--- config.mk ---
export PLATFORM = sky130hd
export DESIGN_NAME = hsv_hsl_to_rgb_converter
export DESIGN_NICKNAME = d
export VERILOG_FILES = /design/src/rtl/hsvrgb_pkg.sv /design/src/rtl/hsv_hsl_to_rgb_converter.sv /design/src/rtl/hsvrgb_scale.sv
export VERILOG_INCLUDE_DIRS = /design/src /design/src/rtl
export SDC_FILE = /design/constraint.sdc
export NUM_CORES = 2
export LEC_CHECK = 0
export BUFFER_PORTS_ARGS = -buffer_cell sky130_fd_sc_hd__buf_4
export CORE_MARGIN = 3
export CORE_UTILIZATION = 61
export CTS_CLUSTER_SIZE = 24
export DETAILED_ROUTE_END_ITERATION = 12
export GPL_ROUTABILITY_DRIVEN = 0
export PLACE_DENSITY = 0.77
export SKIP_CTS_REPAIR_TIMING = 1
export SYNTH_ARGS = -nofsm -noshare
export SYNTH_HDL_FRONTEND = slang
export SYNTH_SLANG_ARGS = --single-unit
--- constraint.sdc ---
create_clock -name i_clk -period 20.6 [get_ports i_clk]
set_clock_uncertainty 0.2 [all_clocks]
set_input_delay 2.06 -clock i_clk [delete_from_list [all_inputs] [get_ports i_clk]]
set_output_delay 2.06 -clock i_clk [all_outputs]
set_load 0.03 [all_outputs]
--- src/rtl/assert_macros.svh ---
// Assertion macros shared by the converter RTL.
// No dependencies; compiled out when SYNTHESIS is defined.
`ifndef ASSERT_MACROS_SVH
`define ASSERT_MACROS_SVH
`ifndef SYNTHESIS
`define ASSERT_ALWAYS(label, clk, rst_n, expr) \
    label: assert property (@(posedge clk) disable iff (!rst_n) (expr)) \
        else $error("invariant violated");
`define ASSERT_IMPLIES(label, clk, rst_n, ante, cons) \
    label: assert property (@(posedge clk) disable iff (!rst_n) (ante) |-> cons) \
        else $error("implication violated");
`else
`define ASSERT_ALWAYS(label, clk, rst_n, expr)
`define ASSERT_IMPLIES(label, clk, rst_n, ante, cons)
`endif
`endif

--- src/rtl/hsvrgb_pkg.sv ---
// Package for the HSV/HSL to RGB converter: request/result types and scaling constants.
// No dependencies.
`timescale 1ns / 1ps
`default_nettype none
package hsvrgb_pkg;

    localparam int unsigned DENOM       = 1200000;
    localparam int unsigned SCALE_MUL   = 255;
    localparam int unsigned SCALE_SHIFT = 22;
    localparam int unsigned SCALE_RECIP = (SCALE_MUL * (1 << SCALE_SHIFT)) / DENOM;

    localparam int unsigned SUM_W  = 22;
    localparam int unsigned PART_W = 21;
    localparam int unsigned EST_W  = 10;
    localparam int unsigned P255_W = 30;

    typedef enum logic {
        MODE_HSV = 1'b0,
        MODE_HSL = 1'b1
    } t_mode;

    typedef enum logic [2:0] {
        SECT_RY = 3'd0,
        SECT_YG = 3'd1,
        SECT_GC = 3'd2,
        SECT_CB = 3'd3,
        SECT_BM = 3'd4,
        SECT_MR = 3'd5
    } t_sector;

    typedef struct packed {
        logic              mode;
        logic [9:0]        hue;
        logic signed [7:0] saturation;
        logic signed [7:0] level;
        logic [7:0]        alpha_in;
    } t_req;

    typedef struct packed {
        logic [7:0] red;
        logic [7:0] green;
        logic [7:0] blue;
        logic [7:0] alpha_out;
    } t_res;

endpackage
`default_nettype wire

--- src/rtl/hsv_hsl_to_rgb_converter.sv ---
// Top level of the HSV/HSL to RGB converter: five front stages plus three channel scalers.
// Depends on hsvrgb_pkg, hsvrgb_scale and assert_macros.svh.
`timescale 1ns / 1ps
`default_nettype none
`include "assert_macros.svh"
// Usage:
//   Drive i_req and raise i_start; a request is taken at each rising edge where
//   i_start is high and o_busy is low. o_busy is high only while reset is held,
//   so one request per clock is taken at full rate.
//   Each request yields exactly one result on o_res, marked by o_strobe for one
//   cycle. o_strobe rises after these registered steps: hue reduction and
//   clamping, sector and lightness weight, the 7x7 base product, the chroma and
//   offset multiplies, channel sums, then the register stages of each channel scaler
//   (reciprocal multiply, then a back-multiply with a one-step correction).
//   Throughput is one result per cycle; results emerge in request order.
//   Synchronous active-low reset clears all valid bits; requests in flight are
//   dropped and no result appears for them.
//   The receiver cannot stall: a result must be taken in its strobe cycle.
//   Channels are floor(255*(P+M)/1200000) with exact integer arithmetic;
//   alpha_in is copied to alpha_out.
module hsv_hsl_to_rgb_converter (
    input  wire logic              i_clk,
    input  wire logic              i_rst_n,
    input  wire logic              i_start,
    input  wire hsvrgb_pkg::t_req  i_req,
    output logic                   o_busy,
    output logic                   o_strobe,
    output hsvrgb_pkg::t_res       o_res
);

    localparam int unsigned NSTAGE   = 7;
    localparam int unsigned HUE_FULL = 360;
    localparam int unsigned PART_W   = hsvrgb_pkg::PART_W;
    localparam int unsigned SUM_W    = hsvrgb_pkg::SUM_W;

    function automatic logic [6:0] clamp_pct(input logic signed [7:0] v);
        logic [6:0] res;
        if (v < 8'sd0) begin
            res = 7'd0;
        end else if (v > 8'sd100) begin
            res = 7'd100;
        end else begin
            res = v[6:0];
        end
        return res;
    endfunction

    logic w_accept;
    logic [NSTAGE-1:0] r_vld;

    // stage 1
    logic [8:0] n_s1_h;
    logic [6:0] n_s1_sat, n_s1_lvl;
    logic [8:0] r_s1_h;
    logic [6:0] r_s1_sat, r_s1_lvl;
    logic       r_s1_mode;
    logic [7:0] r_s1_alpha;

    // stage 2
    hsvrgb_pkg::t_sector n_s2_sect, r_s2_sect;
    logic [6:0] n_s2_hm, n_s2_base;
    logic [6:0] r_s2_hm, r_s2_base, r_s2_sat, r_s2_lvl;
    logic       r_s2_mode;
    logic [7:0] r_s2_alpha;

    // stage 3
    logic [5:0]  n_s3_k;
    logic [13:0] n_s3_p;
    logic [5:0]  r_s3_k;
    logic [13:0] r_s3_p;
    logic [6:0]  r_s3_lvl;
    logic        r_s3_mode;
    hsvrgb_pkg::t_sector r_s3_sect;
    logic [7:0]  r_s3_alpha;

    // stage 4
    logic [PART_W-1:0] n_s4_c, n_s4_x, n_s4_m, w_s4_sub;
    logic [PART_W-1:0] r_s4_c, r_s4_x, r_s4_m;
    hsvrgb_pkg::t_sector r_s4_sect;
    logic [7:0]  r_s4_alpha;

    // stage 5
    logic [SUM_W-1:0] w_s5_cm, w_s5_xm, w_s5_m;
    logic [SUM_W-1:0] n_s5_r, n_s5_g, n_s5_b;
    logic [SUM_W-1:0] r_s5_r, r_s5_g, r_s5_b;
    logic [7:0]  r_s5_alpha;

    // scaler stages
    logic [7:0]  r_s6_alpha, r_s7_alpha;
    logic [7:0]  w_red, w_green, w_blue;

    assign o_busy   = !i_rst_n;
    assign w_accept = i_start && !o_busy;

    always_ff @(posedge i_clk) begin
        if (!i_rst_n) begin
            r_vld <= '0;
        end else begin
            r_vld <= {r_vld[NSTAGE-2:0], w_accept};
        end
    end

    // reduce hue modulo 360, clamp percentages
    always_comb begin
        if (i_req.hue >= 10'(2 * HUE_FULL)) begin
            n_s1_h = 9'(i_req.hue - 10'(2 * HUE_FULL));
        end else if (i_req.hue >= 10'(HUE_FULL)) begin
            n_s1_h = 9'(i_req.hue - 10'(HUE_FULL));
        end else begin
            n_s1_h = i_req.hue[8:0];
        end
        n_s1_sat = clamp_pct(i_req.saturation);
        n_s1_lvl = clamp_pct(i_req.level);
    end

    // sector, hue within the 120-degree pair, lightness weight
    always_comb begin
        priority if (r_s1_h >= 9'd300) begin
            n_s2_sect = hsvrgb_pkg::SECT_MR;
        end else if (r_s1_h >= 9'd240) begin
            n_s2_sect = hsvrgb_pkg::SECT_BM;
        end else if (r_s1_h >= 9'd180) begin
            n_s2_sect = hsvrgb_pkg::SECT_CB;
        end else if (r_s1_h >= 9'd120) begin
            n_s2_sect = hsvrgb_pkg::SECT_GC;
        end else if (r_s1_h >= 9'd60) begin
            n_s2_sect = hsvrgb_pkg::SECT_YG;
        end else begin
            n_s2_sect = hsvrgb_pkg::SECT_RY;
        end
        priority if (r_s1_h >= 9'd240) begin
            n_s2_hm = 7'(r_s1_h - 9'd240);
        end else if (r_s1_h >= 9'd120) begin
            n_s2_hm = 7'(r_s1_h - 9'd120);
        end else begin
            n_s2_hm = r_s1_h[6:0];
        end
        if (r_s1_mode == hsvrgb_pkg::MODE_HSL) begin
            n_s2_base = (r_s1_lvl >= 7'd50) ? 7'(8'd200 - {r_s1_lvl, 1'b0})
                                            : 7'({r_s1_lvl, 1'b0});
        end else begin
            n_s2_base = r_s1_lvl;
        end
    end

    // ramp weight k and base product
    always_comb begin
        n_s3_k = (r_s2_hm >= 7'd60) ? 6'(7'd120 - r_s2_hm) : r_s2_hm[5:0];
        n_s3_p = 14'(r_s2_base) * 14'(r_s2_sat);
    end

    // chroma, ramp and offset numerators over 1200000
    always_comb begin
        n_s4_c   = PART_W'(r_s3_p) * PART_W'(120);
        n_s4_x   = {20'(20'(r_s3_p) * 20'(r_s3_k)), 1'b0};
        w_s4_sub = (r_s3_mode == hsvrgb_pkg::MODE_HSL) ? PART_W'(r_s3_p) * PART_W'(60)
                                                       : n_s4_c;
        n_s4_m   = PART_W'(r_s3_lvl) * PART_W'(12000) - w_s4_sub;
    end

    // route by sector
    always_comb begin
        w_s5_m  = SUM_W'(r_s4_m);
        w_s5_cm = SUM_W'(r_s4_c) + w_s5_m;
        w_s5_xm = SUM_W'(r_s4_x) + w_s5_m;
        unique case (r_s4_sect)
            hsvrgb_pkg::SECT_RY: begin
                n_s5_r = w_s5_cm; n_s5_g = w_s5_xm; n_s5_b = w_s5_m;
            end
            hsvrgb_pkg::SECT_YG: begin
                n_s5_r = w_s5_xm; n_s5_g = w_s5_cm; n_s5_b = w_s5_m;
            end
            hsvrgb_pkg::SECT_GC: begin
                n_s5_r = w_s5_m;  n_s5_g = w_s5_cm; n_s5_b = w_s5_xm;
            end
            hsvrgb_pkg::SECT_CB: begin
                n_s5_r = w_s5_m;  n_s5_g = w_s5_xm; n_s5_b = w_s5_cm;
            end
            hsvrgb_pkg::SECT_BM: begin
                n_s5_r = w_s5_xm; n_s5_g = w_s5_m;  n_s5_b = w_s5_cm;
            end
            hsvrgb_pkg::SECT_MR: begin
                n_s5_r = w_s5_cm; n_s5_g = w_s5_m;  n_s5_b = w_s5_xm;
            end
            default: begin
                n_s5_r = '0; n_s5_g = '0; n_s5_b = '0;
            end
        endcase
    end

    // advance payload every cycle
    always_ff @(posedge i_clk) begin
        r_s1_h     <= n_s1_h;
        r_s1_sat   <= n_s1_sat;
        r_s1_lvl   <= n_s1_lvl;
        r_s1_mode  <= i_req.mode;
        r_s1_alpha <= i_req.alpha_in;

        r_s2_sect  <= n_s2_sect;
        r_s2_hm    <= n_s2_hm;
        r_s2_base  <= n_s2_base;
        r_s2_sat   <= r_s1_sat;
        r_s2_lvl   <= r_s1_lvl;
        r_s2_mode  <= r_s1_mode;
        r_s2_alpha <= r_s1_alpha;

        r_s3_k     <= n_s3_k;
        r_s3_p     <= n_s3_p;
        r_s3_lvl   <= r_s2_lvl;
        r_s3_mode  <= r_s2_mode;
        r_s3_sect  <= r_s2_sect;
        r_s3_alpha <= r_s2_alpha;

        r_s4_c     <= n_s4_c;
        r_s4_x     <= n_s4_x;
        r_s4_m     <= n_s4_m;
        r_s4_sect  <= r_s3_sect;
        r_s4_alpha <= r_s3_alpha;

        r_s5_r     <= n_s5_r;
        r_s5_g     <= n_s5_g;
        r_s5_b     <= n_s5_b;
        r_s5_alpha <= r_s4_alpha;

        r_s6_alpha <= r_s5_alpha;
        r_s7_alpha <= r_s6_alpha;
    end

    hsvrgb_scale u_scale_r (
        .i_clk  (i_clk),
        .i_sum  (r_s5_r),
        .o_chan (w_red)
    );

    hsvrgb_scale u_scale_g (
        .i_clk  (i_clk),
        .i_sum  (r_s5_g),
        .o_chan (w_green)
    );

    hsvrgb_scale u_scale_b (
        .i_clk  (i_clk),
        .i_sum  (r_s5_b),
        .o_chan (w_blue)
    );

    assign o_strobe        = r_vld[NSTAGE-1];
    assign o_res.red       = w_red;
    assign o_res.green     = w_green;
    assign o_res.blue      = w_blue;
    assign o_res.alpha_out = r_s7_alpha;

    `ASSERT_IMPLIES(a_req_gives_result, i_clk, i_rst_n, w_accept, ##NSTAGE o_strobe)
    `ASSERT_IMPLIES(a_result_had_req, i_clk, i_rst_n, o_strobe, $past(w_accept, NSTAGE))
    `ASSERT_IMPLIES(a_chroma_covers_ramp, i_clk, i_rst_n, r_vld[3], r_s4_x <= r_s4_c)
    `ASSERT_IMPLIES(a_sum_in_range, i_clk, i_rst_n, r_vld[3],
        SUM_W'(r_s4_c) + SUM_W'(r_s4_m) <= SUM_W'(hsvrgb_pkg::DENOM))

endmodule
`default_nettype wire

--- src/rtl/hsvrgb_scale.sv ---
// Channel scaler: floor(sum * 255 / 1200000) saturated to 8 bits, two register stages.
// Depends on hsvrgb_pkg.
`timescale 1ns / 1ps
`default_nettype none
module hsvrgb_scale (
    input  wire logic                           i_clk,
    input  wire logic [hsvrgb_pkg::SUM_W-1:0]   i_sum,
    output logic      [7:0]                     o_chan
);

    localparam int unsigned PROD_W = hsvrgb_pkg::SUM_W + hsvrgb_pkg::EST_W;
    localparam int unsigned BACK_W = hsvrgb_pkg::P255_W + 1;

    logic [PROD_W-1:0]               w_recip_prod;
    logic [hsvrgb_pkg::EST_W-1:0]    n_est;
    logic [hsvrgb_pkg::P255_W-1:0]   n_p255;
    logic [hsvrgb_pkg::EST_W-1:0]    r_est;
    logic [hsvrgb_pkg::P255_W-1:0]   r_p255;
    logic [BACK_W-1:0]               w_back;
    logic [BACK_W-1:0]               w_rem;
    logic [hsvrgb_pkg::EST_W-1:0]    w_q;
    logic [7:0]                      n_chan;
    logic [7:0]                      r_chan;

    // estimate quotient by reciprocal; it is exact or one low
    always_comb begin
        w_recip_prod = PROD_W'(i_sum) * PROD_W'(hsvrgb_pkg::SCALE_RECIP);
        n_est        = hsvrgb_pkg::EST_W'(w_recip_prod >> hsvrgb_pkg::SCALE_SHIFT);
        n_p255       = hsvrgb_pkg::P255_W'(i_sum) * hsvrgb_pkg::P255_W'(hsvrgb_pkg::SCALE_MUL);
    end

    // correct by one step and saturate
    always_comb begin
        w_back = BACK_W'(r_est) * BACK_W'(hsvrgb_pkg::DENOM);
        w_rem  = BACK_W'(r_p255) - w_back;
        w_q    = (w_rem >= BACK_W'(hsvrgb_pkg::DENOM)) ? r_est + 1'b1 : r_est;
        n_chan = (w_q > hsvrgb_pkg::EST_W'(255)) ? 8'hFF : w_q[7:0];
    end

    always_ff @(posedge i_clk) begin
        r_est  <= n_est;
        r_p255 <= n_p255;
        r_chan <= n_chan;
    end

    assign o_chan = r_chan;

endmodule
`default_nettype wire
==> qor.yml <==
sta:
  hold_viol_final: 0
  fin_ws_ns: 12.21
  period_share: 0.407
  period_minus_slack_ns: 8.39
  setup-tns-final_ns: 0
  finalSetupViolCount: 0
  fmaxAchievable_ghz: 0.119
  rsz0062_at_grt: "no"
  worst_slew_pin_slew_ns: 1.18
  relSlewSlack: 0.207
  drv_slew: 0
cts:
  clockRootBuffer: "clkbuf_16"
  insertion_delay_ns: 0.65
  h-tree-depth: 2
  numCtsBuffers: 47
  clock-sinks: 396
  cts_tree: "done"
  cts.clk_slew.worst_paths_ns: 0.07
  cts.path.max_buffers: 3
floorplan:
  die_width_um: 303
  placementRows: 108
  core-area_um2: 87200
  die_h_um: 303
  start_util: 0.617
  io_pins: 72
  die-area_um2: 91800
setup_path:
  start_kind: "flip-flop"
  cpMostUsedCell: "fa_1"
  cp-end-kind: "flip-flop"
  path_class: "reg -> reg"
  crit_arrival_ns: 8.67
  crit_path_max_fanout: 12
  cpPeakStageDelay_ns: 0.57
  required_ns: 20.89
  slowest_stage: "fa_1"
logic_synthesis:
  yosys-top-cells-area: "fa_1 (28%), ha_1 (21%), dfxtp_1 (15%)"
  ys_ff_latch: 396
  synthFlopType: "dfxtp_1"
  post-synth-top-area-fraction: 0.279
  synth_top_area_cell: "fa_1"
  synth_warnings: 0
  syn-instance-count: 5674
  syn_area_per_cell_um2: 9.48
  synth_fp_nets: 7379
  synth.distinct_cells: 98
  synth_edf_count: 0
  netlist_area_um2: 53800
  seq_area_frac_synth: 0.147
  async_flop_share: 0
detailed_routing:
  drt_pass1_iterations: 6
  drtIter0Drc: 2225
  drc: 0
  viasPerCell: 5.61
  antenna_left: 0
  wl_per_cell_um: 15.9
  routed_wl_um: 110000
  dr_total_vias: 38800
grt:
  track_usage: 0.249
  overflow: 0
  grt_max_degree: 56
  grt_pass1_vias: 39800
  antenna_found_initial: 2
  grt_pass1_wl_um: 189000
finish:
  fill_cells: 6950
  mostFrequentLayoutCell: "inv_1"
  antenna_cells: 0
  seq_area_um2: 7930
  synthToLayoutAreaGrowth_pct: 6.40
  final_cell_mix: "inv_1 (1,081), ha_1 (918), fa_1 (749)"
  nets: 7438
  drive_gt1_frac: 0.0393
  multiInputGateArea_um2: 41500
hold_path:
  min_path_type: "reg -> reg"
placed_design:
  numPortBuffers: 71
  post-place-ws_ns: 12.36
  dpl.hpwl_um: 91000
status:
  status: "finished, final reports clean"
flow_run:
  maxCapViolCount: 0
==> Yosys cell counts (79+ instances only) <==
cell type  number
a21o_1        109
a21oi_1       296
and2_1         79
dfxtp_1       396
fa_1          749
ha_1          918
inv_1        1081
nand2_1       283
nor2_1        290
nor3_1         85
o21ai_0       209
xnor2_1       201
xor2_1         84
==> cell type report <==
| cell class | count | area share |
|---|---|---|
| Clock buffer | 56 | 0.0218 |
| Clock inverter | 31 | 0.00719 |
| Inverter | 1082 | 0.0709 |
| Multi-Input combinational cell | 4122 | 0.725 |
| Sequential cell | 396 | 0.138 |
| Tap cell | 1155 | 0.0252 |
| Timing Repair Buffer | 84 | 0.0110 |
==> stage by stage <==
stage	hold WS (ns)	instances	area, um^2	utilization
2_1_floorplan	0.110	5674	53800	-
3_3_place_gp	0.111	6839	55600	0.638
3_5_place_dp	0.112	6839	55600	0.638
4_1_cts	0.126	6926	57300	0.657
5_1_grt	0.130	6926	57300	0.657
6_report	0.123	6926	57300	0.657
==> worst paths after layout <==
check / cells after the start / end / start / slack, ns
setup / recovery: 30 / u_scale_b.o_chan[4]$_SDFF_PN1_ / u_scale_b.r_est[8]$_DFF_P_ / 12.21
hold / removal: 0 / r_s3_sect[1]$_DFF_P_ / r_s2_sect[1]$_SDFF_PP0_ / 0.12
setup reg to reg: 30 / u_scale_b.o_chan[4]$_SDFF_PN1_ / u_scale_b.r_est[8]$_DFF_P_ / 12.21
hold reg to reg: 0 / r_s3_sect[1]$_DFF_P_ / r_s2_sect[1]$_SDFF_PP0_ / 0.12
==> worst max-delay path, delay by kind of cell (launching register included) <==
| kind | cells | cell delay (ns) |
|---|---|---|
| flip-flops | 1 | 0.56 |
| XOR/XNOR | 1 | 0.24 |
| AND/OR/NAND/NOR | 6 | 1.68 |
| AO/OA/AOI/OAI | 14 | 2.30 |
| adder cells (fa/ha/maj) | 7 | 3.19 |
| buffers and inverters | 2 | 0.11 |
==> per-layer routing <==
metal,track usage,part of all wire,up-vias
li1,-,-,18900
met1,0.331,0.44,18900
met2,0.428,0.48,814
met3,0.0263,0.043,230
met4,0.0783,0.032,0
met5,0,0,-
==> cells by family (layout without fill, tap and decap cells) <==
| kind of cell | Yosys count | count (layout) | synth area share |
|---|---|---|---|
| buffers and inverters | 1156 | 1253 | 0.0810 |
| AND/OR/NAND/NOR | 1080 | 1080 | 0.0972 |
| multiplexers | 58 | 58 | 0.0109 |
| adder cells (fa/ha/maj) | 1667 | 1667 | 0.492 |
| XOR/XNOR | 286 | 286 | 0.0468 |
| AO/OA/AOI/OAI | 1031 | 1031 | 0.125 |
| flip-flops | 396 | 396 | 0.147 |
==> flip-flops by register name, indices dropped and copies added (netlist names), 9 cells and up <==
signal,flops
u_scale_g.r_est,10
u_scale_b.r_p255,23
u_scale_g.r_p255,23
u_scale_b.r_est,10
u_scale_r.r_p255,23
r_s1_h,9
r_s4_c,18
u_scale_r.r_est,10
r_s4_x,20
r_s5_r,21
r_s5_g,21
r_s5_b,21
r_s3_p,14
r_s4_m,19
Power is not shown: default switching activity piles up to over one toggle a cycle in this logic, so the estimate is an artifact.
